### config.mk
export PLATFORM = sky130hd
export DESIGN_NAME = cat_command_frame_handler
export DESIGN_NICKNAME = d
export VERILOG_FILES = /design/src/hdl/ccfh_pkg.sv /design/src/hdl/cat_command_frame_handler.sv /design/src/hdl/ccfh_front.sv /design/src/hdl/ccfh_queue.sv /design/src/hdl/ccfh_back.sv
export SDC_FILE = /design/constraint.sdc
export NUM_CORES = 1
export LEC_CHECK = 0
export BUFFER_PORTS_ARGS = -buffer_cell sky130_fd_sc_hd__buf_4
export CORE_MARGIN = 2
export CORE_UTILIZATION = 60
export CTS_CLUSTER_SIZE = 25
export DETAILED_ROUTE_END_ITERATION = 10
export PLACE_DENSITY = 0.84
export SLEW_MARGIN = 30
export SYNTH_ARGS = -nofsm -noshare
export SYNTH_HDL_FRONTEND = slang
export SYNTH_HIERARCHICAL = 1
export SYNTH_SLANG_ARGS = --single-unit
### constraint.sdc
create_clock -name clk -period 17.3 [get_ports clk]
set_clock_uncertainty 0.2 [all_clocks]
set_input_delay 1.73 -clock clk [delete_from_list [all_inputs] [get_ports clk]]
set_output_delay 1.73 -clock clk [all_outputs]
set_load 0.02 [all_outputs]
### src/hdl/ccfh_pkg.sv
// shared types, opcodes and helpers for the cat command frame handler
// no dependencies; imported by every module in hdl/
package ccfh_pkg;

  localparam int BYTE_W   = 8;
  localparam int HZ_W     = 30;
  localparam int FREQ_W   = 31;
  localparam int KIND_W   = 3;
  localparam int MASK_W   = 8;
  localparam int PADDR_W  = 3;
  localparam int PDATA_W  = 32;
  localparam int HDR_LEN  = 4;
  localparam int CNT_W    = 3;
  localparam int BCD_W    = 36;
  localparam int SH_W     = 36;
  localparam int DAB_BITS = 3;
  localparam int FREAD_STEPS = 10;
  localparam int FSET_STEPS  = 9;
  localparam int STEP_W   = 4;
  localparam int IDX_W    = 3;

  // opcodes (fifth frame byte)
  localparam logic [7:0] OP_PTT_ON    = 8'h08;
  localparam logic [7:0] OP_PTT_OFF   = 8'h88;
  localparam logic [7:0] OP_VFO_SWAP  = 8'h81;
  localparam logic [7:0] OP_FREQ_SET  = 8'h01;
  localparam logic [7:0] OP_MODE_SET  = 8'h07;
  localparam logic [7:0] OP_FREQ_READ = 8'h03;
  localparam logic [7:0] OP_MEM_READ  = 8'hBB;
  localparam logic [7:0] OP_RX_STATUS = 8'hE7;
  localparam logic [7:0] OP_TX_STATUS = 8'hF7;

  localparam logic [7:0] ACK_BYTE  = 8'h00;
  localparam logic [7:0] MEM_MAGIC = 8'h78;
  localparam logic [7:0] MEM_FLAG  = 8'h20;
  localparam logic [7:0] NIB_MASK  = 8'h0f;

  // handler-present bits
  localparam int HB_PTT     = 0;
  localparam int HB_VFO     = 1;
  localparam int HB_GETFREQ = 2;
  localparam int HB_GETMODE = 3;
  localparam int HB_SMETER  = 4;
  localparam int HB_TXSTAT  = 5;
  localparam int HB_FREQSET = 6;
  localparam int HB_MODESET = 7;

  // register indexes (paddr[2])
  localparam logic REG_ENABLE = 1'b0;
  localparam logic REG_MASK   = 1'b1;

  // result kinds
  localparam logic [KIND_W-1:0] EV_REPLY = 3'd0;
  localparam logic [KIND_W-1:0] EV_PTT   = 3'd1;
  localparam logic [KIND_W-1:0] EV_VFO   = 3'd2;
  localparam logic [KIND_W-1:0] EV_FSET  = 3'd3;
  localparam logic [KIND_W-1:0] EV_MSET  = 3'd4;

  typedef enum logic [2:0] {
    CLS_PTT,
    CLS_VFO,
    CLS_FSET,
    CLS_MSET,
    CLS_FREAD,
    CLS_REPLY1,
    CLS_MEM
  } cls_t;

  typedef struct packed {
    cls_t              cls;
    logic              ptt;
    logic [BYTE_W-1:0] arg;
    logic [31:0]       frame;
    logic [3:0]        op_hi;
    logic [HZ_W-1:0]   hz;
    logic [BYTE_W-1:0] mode;
  } cmd_t;

  typedef struct packed {
    logic full;
    logic empty;
  } q_stat_t;

  typedef struct packed {
    logic [KIND_W-1:0] kind;
    logic [BYTE_W-1:0] reply;
    logic              ptt;
    logic [FREQ_W-1:0] freq;
    logic [BYTE_W-1:0] mode;
    logic              last;
  } res_t;

  // three double-dabble steps: adjust digits, shift one bit in, msb first
  function automatic logic [BCD_W-1:0] dabble3(input logic [BCD_W-1:0] bcd_in,
                                               input logic [DAB_BITS-1:0] bits);
    logic [BCD_W-1:0] b;
    b = bcd_in;
    for (int k = 0; k < DAB_BITS; k++) begin
      for (int d = 0; d < BCD_W / 4; d++) begin
        if (b[4*d +: 4] >= 4'd5) b[4*d +: 4] = b[4*d +: 4] + 4'd3;
      end
      b = {b[BCD_W-2:0], bits[DAB_BITS-1-k]};
    end
    return b;
  endfunction

endpackage

### src/hdl/cat_command_frame_handler.sv
// cat command frame handler: 5-byte frames in, events and reply bytes out
// throughput: one byte a cycle in while the queue has room; the back end finishes each command,
//   including its frequency set digit or 3-bit bcd conversion steps, before it pops the next
// reset: synchronous active-low rst_n; empties queue and frame count, enable=1, mask=0
// depends on ccfh_pkg, ccfh_front, ccfh_queue, ccfh_back
module cat_command_frame_handler #(
  parameter int QUEUE_DEPTH = 2
) (
  input  logic         clk,
  input  logic         rst_n,
  // input byte channel
  input  logic         in_valid,
  output logic         in_ready,
  input  logic [7:0]   in_rx_byte,
  input  logic [29:0]  in_current_freq_hz,
  input  logic [7:0]   in_current_mode,
  input  logic [7:0]   in_smeter_level,
  input  logic [7:0]   in_tx_status_byte,
  // result channel
  output logic         out_valid,
  input  logic         out_ready,
  output logic [2:0]   out_event_kind,
  output logic [7:0]   out_reply_byte,
  output logic         out_ptt_on,
  output logic [30:0]  out_freq_value,
  output logic [7:0]   out_mode_value,
  output logic         out_last_of_run,
  // apb-style register port
  input  logic         psel,
  input  logic         penable,
  input  logic         pwrite,
  input  logic [2:0]   paddr,
  input  logic [31:0]  pwdata,
  output logic [31:0]  prdata,
  output logic         pready
);
  import ccfh_pkg::*;

  logic              enabled_r;
  logic [MASK_W-1:0] mask_r;
  logic              reg_wr;

  q_stat_t q_stat;
  logic    q_push, q_pop;
  cmd_t    q_in, q_out;
  res_t    res;

  // register file: enable at 0x0, handler mask at 0x4
  assign pready = 1'b1;
  assign reg_wr = psel && penable && pwrite && pready;

  always_ff @(posedge clk) begin
    if (!rst_n) begin
      enabled_r <= 1'b1;
      mask_r    <= '0;
    end else if (reg_wr) begin
      if (paddr[2] == REG_ENABLE) enabled_r <= pwdata[0];
      else                        mask_r    <= pwdata[MASK_W-1:0];
    end
  end

  always_comb begin
    if (paddr[2] == REG_ENABLE) prdata = {{(PDATA_W-1){1'b0}}, enabled_r};
    else                        prdata = {{(PDATA_W-MASK_W){1'b0}}, mask_r};
  end

  // front end: frame assembly, opcode decode, handler-present gating
  ccfh_front u_front (
    .clk                (clk),
    .rst_n              (rst_n),
    .in_valid           (in_valid),
    .in_ready           (in_ready),
    .in_rx_byte         (in_rx_byte),
    .in_current_freq_hz (in_current_freq_hz),
    .in_current_mode    (in_current_mode),
    .in_smeter_level    (in_smeter_level),
    .in_tx_status_byte  (in_tx_status_byte),
    .enabled            (enabled_r),
    .handler_mask       (mask_r),
    .q_stat             (q_stat),
    .q_push             (q_push),
    .q_data             (q_in)
  );

  // decoupling queue: the front keeps taking bytes while the back emits
  ccfh_queue #(
    .DEPTH (QUEUE_DEPTH)
  ) u_queue (
    .clk       (clk),
    .rst_n     (rst_n),
    .push      (q_push),
    .push_data (q_in),
    .pop       (q_pop),
    .pop_data  (q_out),
    .stat      (q_stat)
  );

  // back end: conversions and one result beat per cycle into the output register while out_ready drains it
  ccfh_back u_back (
    .clk       (clk),
    .rst_n     (rst_n),
    .q_stat    (q_stat),
    .q_data    (q_out),
    .q_pop     (q_pop),
    .out_ready (out_ready),
    .out_valid (out_valid),
    .res       (res)
  );

  assign out_event_kind  = res.kind;
  assign out_reply_byte  = res.reply;
  assign out_ptt_on      = res.ptt;
  assign out_freq_value  = res.freq;
  assign out_mode_value  = res.mode;
  assign out_last_of_run = res.last;

`ifndef NO_ASSERTIONS
  // the front must never push into a full queue
  a_no_push_full: assert property (@(posedge clk) disable iff (!rst_n)
    q_push |-> !q_stat.full)
    else $error("command pushed into full queue");

  // a disabled block drops bytes and never raises a command
  a_disabled_silent: assert property (@(posedge clk) disable iff (!rst_n)
    (!enabled_r && in_valid && in_ready) |-> !q_push)
    else $error("command raised while disabled");

  // an event beat is always followed by its ack, so it never ends a run
  a_event_not_last: assert property (@(posedge clk) disable iff (!rst_n)
    (out_valid && out_event_kind != EV_REPLY) |-> !out_last_of_run)
    else $error("event beat marked last of run");
`endif

endmodule

### src/hdl/ccfh_front.sv
// front end: gathers bytes into frames and classifies the opcode
// depends on ccfh_pkg; pushes one command per answered frame into the queue
module ccfh_front (
  input  logic                            clk,
  input  logic                            rst_n,
  input  logic                            in_valid,
  output logic                            in_ready,
  input  logic [7:0]                      in_rx_byte,
  input  logic [29:0]                     in_current_freq_hz,
  input  logic [7:0]                      in_current_mode,
  input  logic [7:0]                      in_smeter_level,
  input  logic [7:0]                      in_tx_status_byte,
  input  logic                            enabled,
  input  logic [7:0]                      handler_mask,
  input  ccfh_pkg::q_stat_t               q_stat,
  output logic                            q_push,
  output ccfh_pkg::cmd_t                  q_data
);
  import ccfh_pkg::*;

  logic [BYTE_W-1:0] fb_r [HDR_LEN];
  logic [CNT_W-1:0]  cnt_r, cnt_nxt;
  logic              take;
  logic              present;

  assign in_ready = !q_stat.full;
  assign take     = in_valid && in_ready && enabled;

  always_comb begin
    if (cnt_r == CNT_W'(HDR_LEN)) cnt_nxt = '0;
    else                          cnt_nxt = cnt_r + 1'b1;
  end

  always_ff @(posedge clk) begin
    if (!rst_n) begin
      cnt_r <= '0;
    end else if (take) begin
      cnt_r <= cnt_nxt;
    end
  end

  always_ff @(posedge clk) begin
    if (take && cnt_r != CNT_W'(HDR_LEN)) fb_r[cnt_r[1:0]] <= in_rx_byte;
  end

  // opcode decode
  always_comb begin
    q_data.cls   = CLS_REPLY1;
    q_data.ptt   = 1'b0;
    q_data.arg   = ACK_BYTE;
    q_data.frame = {fb_r[0], fb_r[1], fb_r[2], fb_r[3]};
    q_data.op_hi = in_rx_byte[7:4];
    q_data.hz    = in_current_freq_hz;
    q_data.mode  = in_current_mode;
    present      = 1'b1;
    case (in_rx_byte)
      OP_PTT_ON, OP_PTT_OFF: begin
        q_data.cls = CLS_PTT;
        q_data.ptt = (in_rx_byte == OP_PTT_ON);
        present    = handler_mask[HB_PTT];
      end
      OP_VFO_SWAP: begin
        q_data.cls = CLS_VFO;
        present    = handler_mask[HB_VFO];
      end
      OP_FREQ_SET: begin
        q_data.cls = CLS_FSET;
        present    = handler_mask[HB_FREQSET];
      end
      OP_MODE_SET: begin
        q_data.cls = CLS_MSET;
        present    = handler_mask[HB_MODESET];
      end
      OP_FREQ_READ: begin
        q_data.cls = CLS_FREAD;
        present    = handler_mask[HB_GETFREQ] && handler_mask[HB_GETMODE];
      end
      OP_MEM_READ: begin
        q_data.cls = CLS_MEM;
        if (handler_mask[HB_GETMODE] && fb_r[1] == MEM_MAGIC && in_current_mode != '0)
          q_data.arg = MEM_FLAG;
      end
      OP_RX_STATUS: begin
        q_data.arg = in_smeter_level & NIB_MASK;
        present    = handler_mask[HB_SMETER];
      end
      OP_TX_STATUS: begin
        q_data.arg = in_tx_status_byte;
        present    = handler_mask[HB_TXSTAT];
      end
      default: begin
        q_data.arg = ACK_BYTE;
      end
    endcase
  end

  assign q_push = take && cnt_r == CNT_W'(HDR_LEN) && present;

endmodule

### src/hdl/ccfh_queue.sv
// short command queue between front and back end
// depends on ccfh_pkg for the command type
module ccfh_queue #(
  parameter int DEPTH = 2
) (
  input  logic               clk,
  input  logic               rst_n,
  input  logic               push,
  input  ccfh_pkg::cmd_t     push_data,
  input  logic               pop,
  output ccfh_pkg::cmd_t     pop_data,
  output ccfh_pkg::q_stat_t  stat
);
  import ccfh_pkg::*;

  localparam int PTR_W = (DEPTH > 1) ? $clog2(DEPTH) : 1;
  localparam int QCNT_W = $clog2(DEPTH + 1);

  cmd_t              mem_r [DEPTH];
  logic [PTR_W-1:0]  wr_ptr_r, rd_ptr_r;
  logic [QCNT_W-1:0] count_r;

  function automatic logic [PTR_W-1:0] bump(input logic [PTR_W-1:0] p);
    return (p == PTR_W'(DEPTH - 1)) ? '0 : p + 1'b1;
  endfunction

  assign stat.full  = (count_r == QCNT_W'(DEPTH));
  assign stat.empty = (count_r == '0);
  assign pop_data   = mem_r[rd_ptr_r];

  always_ff @(posedge clk) begin
    if (push) mem_r[wr_ptr_r] <= push_data;
  end

  always_ff @(posedge clk) begin
    if (!rst_n) begin
      wr_ptr_r <= '0;
      rd_ptr_r <= '0;
      count_r  <= '0;
    end else begin
      if (push) wr_ptr_r <= bump(wr_ptr_r);
      if (pop)  rd_ptr_r <= bump(rd_ptr_r);
      if (push && !pop)      count_r <= count_r + 1'b1;
      else if (pop && !push) count_r <= count_r - 1'b1;
    end
  end

endmodule

### src/hdl/ccfh_back.sv
// back end: bcd conversion, frequency decode and result sequencing
// depends on ccfh_pkg; drains ccfh_queue and drives the output register
module ccfh_back (
  input  logic               clk,
  input  logic               rst_n,
  input  ccfh_pkg::q_stat_t  q_stat,
  input  ccfh_pkg::cmd_t     q_data,
  output logic               q_pop,
  input  logic               out_ready,
  output logic               out_valid,
  output ccfh_pkg::res_t     res
);
  import ccfh_pkg::*;

  typedef enum logic [1:0] {ST_IDLE, ST_CONV, ST_EMIT} state_t;

  state_t            state_r;
  cmd_t              cmd_r;
  logic [SH_W-1:0]   sh_r, sh_nxt;
  logic [BCD_W-1:0]  acc_r, acc_nxt;
  logic [STEP_W-1:0] cnt_r;
  logic [IDX_W-1:0]  idx_r;
  logic              out_valid_r;
  res_t              res_r, res_nxt;
  logic              conv_last;
  logic              slot_free;
  logic [FREQ_W-1:0] f10;

  assign q_pop     = (state_r == ST_IDLE) && !q_stat.empty;
  assign slot_free = !out_valid_r || out_ready;
  assign out_valid = out_valid_r;
  assign res       = res_r;

  // one conversion step
  always_comb begin
    f10 = {acc_r[FREQ_W-4:0], 3'b000} + {acc_r[FREQ_W-2:0], 1'b0};
    if (cmd_r.cls == CLS_FREAD) begin
      acc_nxt   = dabble3(acc_r, sh_r[SH_W-1 -: DAB_BITS]);
      sh_nxt    = {sh_r[SH_W-DAB_BITS-1:0], {DAB_BITS{1'b0}}};
      conv_last = (cnt_r == STEP_W'(FREAD_STEPS - 1));
    end else begin
      acc_nxt   = {{(BCD_W-FREQ_W){1'b0}}, f10 + {{(FREQ_W-4){1'b0}}, sh_r[SH_W-1 -: 4]}};
      sh_nxt    = {sh_r[SH_W-5:0], 4'b0000};
      conv_last = (cnt_r == STEP_W'(FSET_STEPS - 1));
    end
  end

  // result for the current position in the sequence
  always_comb begin
    res_nxt       = '0;
    res_nxt.kind  = EV_REPLY;
    res_nxt.reply = ACK_BYTE;
    case (cmd_r.cls)
      CLS_PTT: begin
        if (idx_r == '0) begin
          res_nxt.kind = EV_PTT;
          res_nxt.ptt  = cmd_r.ptt;
        end else res_nxt.last = 1'b1;
      end
      CLS_VFO: begin
        if (idx_r == '0) res_nxt.kind = EV_VFO;
        else             res_nxt.last = 1'b1;
      end
      CLS_FSET: begin
        if (idx_r == '0) begin
          res_nxt.kind = EV_FSET;
          res_nxt.freq = acc_r[FREQ_W-1:0];
        end else res_nxt.last = 1'b1;
      end
      CLS_MSET: begin
        if (idx_r == '0) begin
          res_nxt.kind = EV_MSET;
          res_nxt.mode = cmd_r.frame[31:24];
        end else res_nxt.last = 1'b1;
      end
      CLS_FREAD: begin
        // hz digits two and up are the digits of hz/100
        case (idx_r)
          3'd0:    res_nxt.reply = acc_r[35:28];
          3'd1:    res_nxt.reply = acc_r[27:20];
          3'd2:    res_nxt.reply = acc_r[19:12];
          3'd3:    res_nxt.reply = {acc_r[11:8], 4'b0000};
          default: begin
            res_nxt.reply = cmd_r.mode;
            res_nxt.last  = 1'b1;
          end
        endcase
      end
      CLS_MEM: begin
        if (idx_r == '0) res_nxt.reply = cmd_r.arg;
        else             res_nxt.last  = 1'b1;
      end
      CLS_REPLY1: begin
        res_nxt.reply = cmd_r.arg;
        res_nxt.last  = 1'b1;
      end
      default: begin
        res_nxt.last = 1'b1;
      end
    endcase
  end

  always_ff @(posedge clk) begin
    if (!rst_n) begin
      state_r     <= ST_IDLE;
      out_valid_r <= 1'b0;
      cnt_r       <= '0;
      idx_r       <= '0;
    end else begin
      // a new beat loads the output register, otherwise an accepted beat empties it
      if (state_r == ST_EMIT && slot_free) out_valid_r <= 1'b1;
      else if (out_ready)                  out_valid_r <= 1'b0;
      case (state_r)
        ST_IDLE: begin
          if (q_pop) begin
            cmd_r <= q_data;
            cnt_r <= '0;
            idx_r <= '0;
            acc_r <= '0;
            if (q_data.cls == CLS_FREAD)
              sh_r <= {q_data.hz, {(SH_W-HZ_W){1'b0}}};
            else
              sh_r <= {q_data.frame, q_data.op_hi};
            if (q_data.cls == CLS_FREAD || q_data.cls == CLS_FSET) state_r <= ST_CONV;
            else                                                  state_r <= ST_EMIT;
          end
        end
        ST_CONV: begin
          acc_r <= acc_nxt;
          sh_r  <= sh_nxt;
          cnt_r <= cnt_r + 1'b1;
          if (conv_last) state_r <= ST_EMIT;
        end
        ST_EMIT: begin
          if (slot_free) begin
            res_r <= res_nxt;
            if (res_nxt.last) begin
              state_r <= ST_IDLE;
              idx_r   <= '0;
            end else begin
              idx_r <= idx_r + 1'b1;
            end
          end
        end
        default: state_r <= ST_IDLE;
      endcase
    end
  end

endmodule
==> metrics.txt <==
# TYPE chip_impl_metric gauge
chip_impl_metric{name="drc_errors",unit=""} 0
chip_impl_info{name="whs_endpoint",value="u_queue/mem_r[1][69]$_DFFE_PP_"} 1
chip_impl_metric{name="met2RoutedLength",unit="mm"} 22.00
chip_impl_metric{name="grt_max_degree",unit=""} 87
chip_impl_metric{name="num_rows",unit=""} 68
chip_impl_metric{name="timing.fmax",unit="GHz"} 0.2218
chip_impl_metric{name="postLayoutSetupSlackWorst",unit="ps"} 12790
chip_impl_metric{name="synth_adder_area_share",unit="%"} 5.925
chip_impl_info{name="rsz_0062_raised_after_global_routing",value="no"} 1
chip_impl_metric{name="design.core.area",unit="µm²"} 34460
chip_impl_metric{name="initial_core_utilization",unit="%"} 60.80
chip_impl_info{name="synth_top_family_by_area",value="compound AO/OA/AOI/OAI gates"} 1
chip_impl_metric{name="syn_area",unit="µm²"} 20950
chip_impl_metric{name="number_of_levels_in_the_clock_h_tree",unit=""} 2
chip_impl_metric{name="cap_viol_max_count",unit=""} 0
chip_impl_metric{name="ys_seq_area_share",unit="%"} 53.61
chip_impl_metric{name="clock_insertion_delay_worst_skew",unit="ps"} 550
chip_impl_metric{name="final_util",unit="%"} 67.11
chip_impl_metric{name="cts_hold_repair.buffers",unit=""} 0
chip_impl_metric{name="synth.mux.area_fraction",unit="%"} 7.764
chip_impl_info{name="worstSetupEndpointType",value="flip-flop"} 1
chip_impl_metric{name="area_growth",unit="%"} 10.39
chip_impl_metric{name="cts_sinks",unit=""} 383
chip_impl_info{name="post_synth_top_flop",value="edfxtp_1"} 1
chip_impl_metric{name="compound_cell_area_share_of_the_yosys_netlist",unit="%"} 12.63
chip_impl_metric{name="drv_slew",unit=""} 0
chip_impl_metric{name="drtIter0Drc",unit=""} 1230
chip_impl_info{name="worstReg2RegEnd",value="u_back/acc_r[25]$_SDFFCE_PN0P_"} 1
chip_impl_metric{name="top_level_ports",unit=""} 191
chip_impl_info{name="critPathMostFrequentCell",value="buf_4"} 1
chip_impl_metric{name="antenna_found_initial",unit=""} 1
chip_impl_metric{name="antennaDiodeCount",unit=""} 0
chip_impl_metric{name="postRouteWirelength",unit="mm"} 45.10
chip_impl_metric{name="netSwitchingFraction",unit="%"} 36.28
chip_impl_metric{name="p_comb_share",unit="%"} 37.8
chip_impl_metric{name="die-height",unit="µm"} 190.9
chip_impl_metric{name="avgSynthCellArea",unit="µm²"} 11.85
chip_impl_metric{name="max_slew.worst_pin.slew",unit="ps"} 888.1
chip_impl_metric{name="period_share",unit="%"} 26.06
chip_impl_info{name="hold_path.startpoint",value="u_front/fb_r[0][3]$_DFFE_PP_"} 1
chip_impl_info{name="crit_path_top_delay_cell",value="nor2b_4"} 1
chip_impl_metric{name="critical_path_max_stage_delay",unit="ps"} 590
chip_impl_metric{name="synthesis.instances",unit=""} 1768
chip_impl_metric{name="fp.dieArea",unit="µm²"} 36430
chip_impl_metric{name="grt_remaining_overflow",unit=""} 0
chip_impl_metric{name="clkSlewWorstSetupHoldPaths",unit="ps"} 60
chip_impl_metric{name="die_x",unit="µm"} 190.9
chip_impl_metric{name="synth_seq_cells",unit=""} 383
chip_impl_info{name="critPathLaunchType",value="primary input"} 1
chip_impl_metric{name="timing.critical_path.arrival",unit="ps"} 4480
chip_impl_metric{name="placedCellCount",unit=""} 2250
chip_impl_metric{name="area_share_of_and_or_nand_nor_cells_after_synthesis",unit="%"} 12.38
chip_impl_metric{name="netlist-cell-type-count",unit=""} 98
chip_impl_metric{name="postCtsResizedCells",unit=""} 0
chip_impl_metric{name="avgRoutedWirePerCell",unit="µm"} 19.45
chip_impl_metric{name="wirelength_met1",unit="mm"} 18.17
chip_impl_metric{name="clock_power_share",unit="%"} 24.6
chip_impl_metric{name="r2r.worst_path.cells",unit=""} 12
chip_impl_metric{name="finalSetupTns",unit="ps"} 0
chip_impl_metric{name="ir_worst_vdd",unit="µV"} 97.78
chip_impl_metric{name="drive_gt1_share",unit="%"} 18.78
chip_impl_metric{name="detailedRoute.firstPassIterationCount",unit=""} 8
chip_impl_metric{name="max_slew_margin",unit="%"} 39.10
chip_impl_metric{name="met3RoutedLength",unit="mm"} 3.347
chip_impl_metric{name="postCtsSetupBuffers",unit=""} 0
chip_impl_metric{name="total_leakage_power",unit="nW"} 8.729
chip_impl_info{name="timing.setup.critical_path_class",value="in -> reg"} 1
chip_impl_info{name="clock_tree_from_tritoncts",value="done"} 1
chip_impl_metric{name="synthArstFlopShare",unit="%"} 0
chip_impl_metric{name="instances_no_fill",unit=""} 2319
chip_impl_metric{name="synth_xor_area_share",unit="%"} 2.216
chip_impl_metric{name="timing.final.setup_violations",unit=""} 0
chip_impl_metric{name="cts_inserted_buffers",unit=""} 40
chip_impl_info{name="min-delay-path-class",value="reg -> reg"} 1
chip_impl_metric{name="reg2reg_setup_slack",unit="ps"} 13090
chip_impl_metric{name="grt_first_pass_wirelength",unit="mm"} 71.95
chip_impl_info{name="maxUsedRoutingLayer",value="met5"} 1
chip_impl_info{name="crit_path_cell_trace",value="buf_4 > or3_4 > or3_1 > o22ai_1 > nor2b_4 > buf_16 > buf_4"} 1
chip_impl_metric{name="min_period",unit="ps"} 4508
chip_impl_metric{name="first_global_vias",unit=""} 13980
chip_impl_info{name="run_status",value="complete, no violations"} 1
chip_impl_metric{name="detailedPlacementHpwl",unit="mm"} 30.29
chip_impl_info{name="regToRegStartpoint",value="u_back/sh_r[35]$_DFFE_PP_"} 1
chip_impl_metric{name="fin_nets",unit=""} 2039
chip_impl_metric{name="ant_nets",unit=""} 0
chip_impl_info{name="cts.root.buffer_cell",value="clkbuf_16"} 1
chip_impl_metric{name="gp_routability_congestion",unit=""} 0.9075
chip_impl_metric{name="post-layout-total-power",unit="mW"} 3.308
chip_impl_metric{name="dp_slack",unit="ps"} 12210
chip_impl_metric{name="hold-path-cell-count",unit=""} 0
chip_impl_metric{name="cts_max_path_buffers",unit=""} 3
chip_impl_metric{name="number_of_vias_in_the_routed_layout",unit=""} 14120
chip_impl_metric{name="number_of_enable_flip_flop_cells_after_synthesis",unit=""} 356
chip_impl_metric{name="sequential_cell_fraction_of_total_power",unit="%"} 37.5
chip_impl_metric{name="grt_util_all_layers",unit="%"} 25.03
chip_impl_metric{name="final_hold_viol_count",unit=""} 0
chip_impl_metric{name="yosys_warnings",unit=""} 6
chip_impl_metric{name="cellPowerDensity",unit="nW/µm²"} 143.0
chip_impl_metric{name="port-buffer-count",unit=""} 135
chip_impl_metric{name="crit_fanout",unit=""} 49
chip_impl_metric{name="cell_internal_pwr",unit="mW"} 2.108
chip_impl_metric{name="routed_via_density",unit=""} 6.087
chip_impl_metric{name="power.net_switching",unit="mW"} 1.200
chip_impl_metric{name="critPathRequiredTime",unit="ps"} 17270
==> cell families (layout without fill, tap and decap cells) <==
| logic type | Yosys count | in the layout |
|---|---|---|
| xor+xnor | 53 | 53 |
| other cells | 2 | 25 |
| simple gates | 495 | 495 |
| mux | 135 | 135 |
| buf+inv | 200 | 273 |
| compound gates | 402 | 402 |
| fa+ha+maj | 98 | 98 |
| flops | 383 | 383 |
==> power groups by stage <==
stage / combinational, mW / sequential [mW] / clock [mW]
CTS: 1.24 / 1.24 / 0.830
global placement: 1.27 / 1.27 / 0
global route: 1.40 / 1.25 / 0.868
floorplan: 1.05 / 1.25 / 0
detailed placement: 1.22 / 1.26 / 0
finish: 1.25 / 1.24 / 0.815
==> cell usage after synthesis (35+ instances only) <==
cell      number  area share [%]
clkbuf_1      52            0.93
inv_1         49            0.88
ha_1          96             5.7
and3_1        43             1.3
mux2_2        55             3.0
nor2_1        66             1.2
xnor2_1       35             1.5
nand2_1      164             2.9
o21ai_0       71             1.7
mux2i_1       38             1.8
nor2b_1       49             1.5
buf_4         67             2.4
edfxtp_1     356              51
a21oi_1       88             2.1
mux2_4        41             2.9
a31oi_1       46             1.4
a211oi_1      44             1.6
==> through the flow <==
step | hold slack, ps | area (µm²)
4_1_cts | 243.6 | 23120
3_5_place_dp | 229.8 | 21880
2_1_floorplan | 221.5 | 21040
5_1_grt | 260.3 | 23120
3_3_place_gp | 221.9 | 21850
6_report | 244.5 | 23120
==> state kept, by name (all words and copies together), names as in the netlist, named ones only <==
| name | cells |
|---|---|
| u_back/cnt_r | 4 |
| u_back/out_valid | 1 |
| u_back/idx_r | 3 |
| u_queue/count_r | 2 |
| u_front/cnt_r | 3 |
| u_back/res | 52 |
| u_back/sh_r | 36 |
| u_back/acc_r | 36 |
| u_back/state_r | 2 |
| u_front/fb_r | 32 |
| enabled_r | 1 |
| mask_r | 8 |
| u_queue/rd_ptr_r | 1 |
| u_queue/wr_ptr_r | 1 |
| u_back/cmd_r | 28 |
| u_queue/mem_r | 172 |
==> layout by cell type (no fill, tap or decap), types with 10 or more instances in the layout <==
| master | instances |
|---|---|
| nor3b_1 | 15 |
| nand2_1 | 164 |
| xnor2_1 | 35 |
| nor2b_1 | 47 |
| mux2i_1 | 38 |
| and3_1 | 43 |
| nand3_1 | 16 |
| or3_1 | 11 |
| and2_1 | 29 |
| xor2_1 | 18 |
| o21ai_0 | 71 |
| mux2_4 | 41 |
| a21o_1 | 19 |
| nor3_1 | 26 |
| a211oi_1 | 44 |
| inv_1 | 49 |
| o22ai_1 | 19 |
| mux2_2 | 55 |
| clkbuf_1 | 10 |
| nand2b_1 | 19 |
| a21oi_1 | 88 |
| o21ai_1 | 15 |
| edfxtp_1 | 356 |
| conb_1 | 25 |
| buf_4 | 150 |
| ha_1 | 96 |
| dfxtp_1 | 26 |
| nor2_1 | 66 |
| clkbuf_16 | 40 |
| a31oi_1 | 46 |
==> worst max path at each step <==
stage,start,endpoint,slack (ps),depth (start not counted)
2_1_floorplan,rst_n,u_back/acc_r[0]$_SDFFCE_PN0P_,9290,2
3_3_place_gp,in_rx_byte[4],u_queue/mem_r[0][18]$_DFFE_PP_,11950,6
3_5_place_dp,in_rx_byte[4],u_queue/mem_r[0][29]$_DFFE_PP_,12210,7
4_1_cts,in_rx_byte[4],u_queue/mem_r[0][29]$_DFFE_PP_,12780,7
5_1_grt,in_rx_byte[4],u_queue/mem_r[0][31]$_DFFE_PP_,12620,7
6_report,in_rx_byte[4],u_queue/mem_r[0][32]$_DFFE_PP_,12790,7
==> worst max-delay path, delay by kind of cell <==
family                 cells  cell delay [ps]
AND/OR/NAND/NOR            3             1380
AO/OA/AOI/OAI              1              280
buffers and inverters      3             1020
==> per-layer routing <==
layer,vias to the layer above,GRT usage [%]
li1,6670,-
met4,2,9.869
met2,544,42.24
met1,6786,32.02
met3,113,4.601
met5,-,0
==> final cells by class <==
cell class / count / area (µm²)
Sequential cell: 383 / 11230
Timing Repair Buffer: 152 / 1165
Tap cell: 455 / 569.3
Multi-Input combinational cell: 1208 / 8715
Clock buffer: 50 / 1039
Inverter: 52 / 196.4
Fill cell: 2414 / 11330
Clock inverter: 19 / 206.4
(Power assumes the default switching activity.)
